==> src/rtl/gpc_pkg.sv <==
// gpc_pkg: shared types and constants for the grid path counter
// used by the cell, chain, step and top-level modules; no dependencies
package gpc_pkg;

   localparam int COUNT_W    = 30;
   localparam int CSR_W      = 11;
   // wide enough to compare a size register value against any supported depth
   localparam int SIZE_CMP_W = 13;

   typedef logic [COUNT_W-1:0] count_type;

   localparam count_type PATH_MOD = 30'd1000000007;

   typedef struct packed {
      logic shift;
      logic load;
   } cell_ctrl_type;

endpackage

==> src/rtl/gpc_step.sv <==
// gpc_step: count for one grid cell from the counts above and to the left
// depends on gpc_pkg for the modulus and count type
module gpc_step
   import gpc_pkg::*;
(
   input  logic      is_trap,
   input  logic      top_row,
   input  logic      first_col,
   input  count_type above_count,
   input  count_type left_count,
   output count_type count
);

   logic [COUNT_W:0] sum;
   count_type        above_use;
   count_type        left_use;

   assign above_use = top_row   ? '0 : above_count;
   assign left_use  = first_col ? '0 : left_count;
   assign sum       = {1'b0, above_use} + {1'b0, left_use};

   always_comb begin
      if (is_trap) begin
         count = '0;
      end else if (top_row && first_col) begin
         count = count_type'(1);
      end else if (sum >= {1'b0, PATH_MOD}) begin
         count = COUNT_W'(sum - {1'b0, PATH_MOD});
      end else begin
         count = sum[COUNT_W-1:0];
      end
   end

endmodule

==> config.mk <==
export PLATFORM = sky130hd
export DESIGN_NAME = gpc_step
export DESIGN_NICKNAME = d
export VERILOG_FILES = /design/src/rtl/gpc_pkg.sv /design/src/rtl/gpc_step.sv
export SDC_FILE = /design/constraint.sdc
export NUM_CORES = 1
export LEC_CHECK = 0
export BUFFER_PORTS_ARGS = -buffer_cell sky130_fd_sc_hd__buf_4
export CORE_MARGIN = 1
export CORE_UTILIZATION = 30
export DETAILED_ROUTE_END_ITERATION = 6
export PLACE_DENSITY_LB_ADDON = 0.08
export RECOVER_POWER = 50
export SYNTH_ARGS = -nofsm -noshare
export SYNTH_HDL_FRONTEND = slang
export SYNTH_SLANG_ARGS = --single-unit
==> constraint.sdc <==
create_clock -name vclk -period 12.25
set_input_delay 2.45 -clock vclk [all_inputs]
set_output_delay 2.45 -clock vclk [all_outputs]
set_load 0.02 [all_outputs]
==> results of run 1 <==
## cell usage after synthesis (13+ instances only)
library cell,count,area (sq um)
nor2_1,22,82.6
inv_1,13,48.8
nor3_1,24,120
mux2i_1,25,250
a21o_1,22,165
nand2_1,74,278
clkbuf_1,16,60.1
ha_1,31,388
nor2b_1,61,382
o21ai_0,30,150
nand3_1,18,90.1
a21oi_1,59,295
nand2b_1,20,125
## critical path: cells and delay by family
family	cells	cell delay, ns
muxes	1	0.28
buffers and inverters	3	1.86
and+or+nand+nor	6	1.39
AOI/OAI and AO/OA	4	1.38
adders and majority gates	1	0.64
## metrics by stage
stage	utilization [%]	setup slack, ns	power [uW]	instances
after detailed placement	36.6	2.83	225	855
after global placement	36.6	2.97	224	855
after floorplan	-	3.69	158	618
after global routing	36.2	1.20	245	855
after CTS	36.6	2.80	225	855
final	36.2	1.79	222	855
## report_power, final
| part | total, uW | switching, uW | internal, uW |
|---|---|---|---|
| combinational | 222 | 133 | 89.1 |
| clock | 0 | 0 | 0 |
| sequential | 0 | 0 | 0 |
## kinds of logic (layout without fill, tap and decap cells)
family                   count (synthesis)  after routing  share of synthesized area, %
XOR/XNOR                                 9              9                          1.93
AND/OR/NAND/NOR                        290            290                          39.0
buffers and inverters                   49            110                          5.55
adder cells (fa/ha/maj)                 32             32                          9.99
multiplexers                            27             27                          6.77
AO/OA/AOI/OAI                          211            211                          36.8
## worst paths after layout
kind / slack, ns / to / startpoint
worst min-delay path: 5.18 / count[0] / is_trap
worst max-delay path: 1.79 / count[16] / top_row
## routing by layer
metal | GRT usage (%) | wire length [um]
met5 | 0 | 0
met4 | 0.633 | 51
met3 | 0.676 | 458
met2 | 33.2 | 6430
met1 | 29.7 | 7340
## cell type report
class                           instances  area (sq um)
Fill cell                            1511          8440
Multi-Input combinational cell        569          3850
Timing Repair Buffer                   96           679
Tap cell                              176           220
Inverter                               14          52.6
==> impl_results.md, run 1 <==
- Starting DRT DRC Count: 359
- Most common cell after layout, fill and taps aside: buf_4
- Total die area: 0.0141 sq mm
- Postcts setup bufs: 0
- Hold Path Class: input pin to output port
- Core outline area: 0.0132 sq mm
- Share of cells above drive strength 1: approximately 17%
- Crit path required time: between 9 and 10 ns
- RePlAce Congestion: a little under 0.9
- Setup CP Type: input pin to output port
- Synth Instances: between 600 and 700
- Final wirelength: about 14000 um
- Worst hold path cell count: 3
- HPWL Detailed: 11700 um
- CTS Hold Bufs: 0
- Sequential share of the synthesized area: 0%
- Post-Synthesis Cell Area: 0.00408 sq mm
- Number of clock buffers in the layout: 0
- CTS resizes: 0
- Failing checks: max-capacitance violations, max-slew violations
- Static leakage: about 0.0020 uW
- Final hold slack: roughly 5.2 ns
- Via-to-Cell Ratio: 5.62
- Inserted Diodes: 0
- DRC: 0
- Final #Nets: 776
- Worst-Margin Slew: 1.71 ns
- Chip Width: 119 um
- Synth warn: 0
- Die Y-Extent: 119 um
- Total track usage: between 10% and 20%
- Post-synthesis net count: 713
- First-pass GRT wire length: approximately 23000 um
- Routed vias: 4804
- Period utilisation layout: a little under nine tenths
- RSZ-0062 raised after global routing: false
- Initial antenna violation count: 0
- GRT Residual Overflow: 0
- DP Area: a little under 0.005 sq mm
- Vias in the first global route: ~4500
- Outcome: complete, but fails checks
- Worst slew margin: -13.7%
- Slowest CP cell: clkbuf_1
- Largest stage delay on the critical path: approximately 1.2 ns
- Post-DRT Antenna Nets: 0
- Max Cap Viol: 1
- PD cells: about 46 mW/mm^2
- Non-Filler Cell Area, Final: 0.00480 sq mm
- I/O pin count: 93
- Total negative slack: 0 ns
- Worst setup SP type: input pin
- Fmax: between 0.09 and 0.1 GHz
- Most frequent cells in the layout: 85 x buf_4, 74 x nand2_1, 61 x nor2b_1, 60 x a21oi_1, 31 x ha_1
- Area delta synth->final: 17.6%
- Synth unique cells: ~80
- Min Clock Period, post-route: ~10 ns
- Worst VDD drop: 0.0160 mV
- Critical path cell sequence: clkbuf_1 > nor2b_1 > ha_1 > nand2_1 > nor3_1 > nand2_1 > and3_1 > a2111oi_0 > a211oi_1 > and3_1 > a21oi_1 > buf_4 > a2bb2oi_1 > mux2i_1 > clkbuf_1
- Crit path max fanout: 33
- FF+latch count: 0
- Row cnt: 42
- Number of port buffers: 93
- Critical Path AT: approximately 8.0 ns
- CP Capture Type: output port
- Final hold vios: 0
- Finish-stage setup viols: 0
- Slew Viols, Final: 34
- Syn_area_per_cell: roughly 6.6 sq um
- Starting Density: between 30% and 40%
- DR WL/cell: around 17 um
- Maximum number of pins on one net before global-route repair: 47
- Storage element area: 0 sq um
- DRT Pass-1 Iters: 5
(Power assumes the default switching activity.)
==> run 2, diff against run 1 <==
--- a/config.mk
+++ b/config.mk
@@ -7,7 +7,7 @@
 export LEC_CHECK = 0
 export BUFFER_PORTS_ARGS = -buffer_cell sky130_fd_sc_hd__buf_4
 export CORE_MARGIN = 1
-export CORE_UTILIZATION = 30
+export CORE_UTILIZATION = 29
 export DETAILED_ROUTE_END_ITERATION = 6
 export PLACE_DENSITY_LB_ADDON = 0.08
 export RECOVER_POWER = 50
==> run 2 against run 1 <==
  * The flow still finishes with violations (max-capacitance violations, max-slew violations)
  * Wire length up 1.9%
  * Count of clock-buffer cells in the layout unchanged
  * Final cell count down 0.12%
  * Via count up 1.5%
  * Combinational power about the same
  * Power up 0.23%
  * Final area down 0.13%
  * Worst setup slack worse by 0.0039 ns
  * Core utilization down 0.75 points
  * Non-clock buffer count down 1
  * Largest power group unchanged
  * Critical endpoint is now count[19]
  * Global-route usage down 0.47 points
  * First-iteration DRC count down 16%
==> impl_results.md, run 2 (synthesis results as in run 1) <==
- Outcome: complete, but fails checks
- Failing checks: max-capacitance violations, max-slew violations
- DR WL/cell: 17.0 um (+2.0%)
- Critical path cell sequence: clkbuf_1 > nand2b_1 > inv_1 > ha_1 > a21o_1 > a211o_1 > a2111oi_4 > o22ai_1 > nor3_1 > a21boi_0 > o2111a_1 > o311ai_4 > a21boi_1 > mux2i_1 > buf_4
- Core outline area: 0.0135 sq mm (+2.0%)
- HPWL Detailed: 11900 um (+1.5%)
- Slew Viols, Final: 34 (unchanged)
- Period utilisation layout: 85.4% (about the same)
- DRT Pass-1 Iters: 4 (-1)
- Worst setup SP type: input pin
- Via-to-Cell Ratio: 5.71 (+1.7%)
- CTS resizes: 0 (unchanged)
- Routed vias: 4878 (+1.5%)
- Post-Place Worst Slack: 2.59 ns (-0.242 ns)
- Storage element area: 0 sq um (unchanged)
- Starting Density: 30.2% (-0.60 points)
- Final hold slack: 5.18 ns (+0.000680 ns)
- Inserted Diodes: 0 (unchanged)
- Postcts setup bufs: 0 (unchanged)
- Finish-stage setup viols: 0 (unchanged)
- Slowest CP cell: clkbuf_1
- Internal Power: 88.2 uW (-0.98%)
- Number of port buffers: 93 (unchanged)
- Post-DRT Antenna Nets: 0 (unchanged)
- Most common cell after layout, fill and taps aside: buf_4
- Largest stage delay on the critical path: 1.21 ns (about the same)
- Net Switching: 134 uW (+1.0%)
- Crit path max fanout: 33 (unchanged)
- Starting DRT DRC Count: 301 (-16%)
- Final hold vios: 0 (unchanged)
- Share of cells above drive strength 1: 16.7% (-0.12 points)
- Hold Path Class: input pin to output port
- CP Capture Type: output port
- Flop pwr share: 0% (unchanged)
- Switching Fraction: 60.4% (+0.48 points)
- GRT Residual Overflow: 0 (unchanged)
- FF+latch count: 0 (unchanged)
- Worst-Margin Slew: 1.72 ns (+0.0103 ns)
- First-pass GRT wire length: 23300 um (about the same)
- Fmax: 0.0955 GHz (about the same)
- Max Cap Viol: 1 (unchanged)
- Area delta synth->final: 17.4%
- DRC: 0 (unchanged)
- Most frequent cells in the layout: 81 x buf_4, 74 x nand2_1, 61 x nor2b_1, 58 x a21oi_1, 31 x ha_1
- Worst slew margin: -14.4% (-0.69 points)
- Combinational group share of total power: 100.0% (about the same)
- Total die area: 0.0146 sq mm (+3.4%)
- Crit path required time: 9.80 ns (about the same)
- RePlAce Congestion: 0.855 (-4.5%)
- Fin util: 35.5% (-0.75 points)
- PD cells: 46.4 mW/mm^2 (+0.36%)
- FILL cells: 1507 (-0.26%)
- Final wirelength: 14600 um (+1.9%)
- Row cnt: 42 (unchanged)
- RSZ-0062 raised after global routing: false
- Clock network fraction of design power: 0% (unchanged)
- Chip Width: 121 um (+1.7%)
- Number of clock buffers in the layout: 0 (unchanged)
- Initial antenna violation count: 0 (unchanged)
- Maximum number of pins on one net before global-route repair: 34 (-28%)
- WP buf/inv: 3 (unchanged)
- Vias in the first global route: 4554 (+1.4%)
- I/O pin count: 93 (unchanged)
- Multi-input logic area: 0.00386 sq mm (+0.33%)
- Top delay family on crit path: compound AO/OA/AOI/OAI gates
- Final #Nets: 775 (-0.13%)
- Setup CP Type: input pin to output port
- CTS Hold Bufs: 0 (unchanged)
- Static leakage: 0.00202 uW (-0.75%)
- Total track usage: 19.5% (-0.47 points)
- Total negative slack: 0 ns (unchanged)
- Critical Path AT: 8.02 ns (about the same)
- Min Clock Period, post-route: 10.47 ns (+0.00389 ns)
- Final worst setup slack: 1.78 ns (-0.00389 ns)
- Die Y-Extent: 121 um (+1.7%)
- Worst VDD drop: 0.0166 mV (+3.8%)
[run 2: cell count changes in the layout (fill, tap and decap cells not counted), sizes merged]
| cell | previous run | this run |
|---|---|---|
| clkbuf | 11 | 14 |
| buf | 85 | 81 |
[run 2: area by class of cell]
| cell class | instances | area share (%) |
|---|---|---|
| inverter | 14 | 1.10 |
| multi-input combinational | 569 | 80.5 |
| tap | 176 | 4.59 |
| timing repair buffer | 95 | 13.8 |
[run 2: power groups by stage]
stage	combinational [uW]	clock (uW)	sequential [uW]
4_1_cts	226	0	0
3_5_place_dp	225	0	0
2_1_floorplan	158	0	0
3_3_place_gp	225	0	0
6_report	223	0	0
5_1_grt	244	0	0
[run 2: final timing paths]
| kind | start | endpoint | depth (start not counted) |
|---|---|---|---|
| max | top_row | count[19] | 15 |
| min | is_trap | count[0] | 3 |
[run 2: worst min-delay path: stages]
cell,delay [ns]
buf_4,0.10
a311oi_2,0.03
buf_4,0.15
[run 2: routing by layer]
metal / vias up / part of all wire, % / track usage, % / wire length [um]
met2: 132 / 46 / 32.8 / 6640
met5: - / 0 / 0 / 0
met3: 14 / 4.4 / 0.425 / 642
met4: 0 / 1.4 / 2.62 / 198
met1: 2285 / 49 / 28.2 / 7070
li1: 2447 / - / - / -
[run 2: through the flow]
stage               power (uW)  instance area (sq um)  instances
CTS                        226                   4850        854
finish                     223                   4790        854
floorplan                  158                   4080        618
global route               244                   4790        854
detailed placement         225                   4850        854
global placement           225                   4850        854
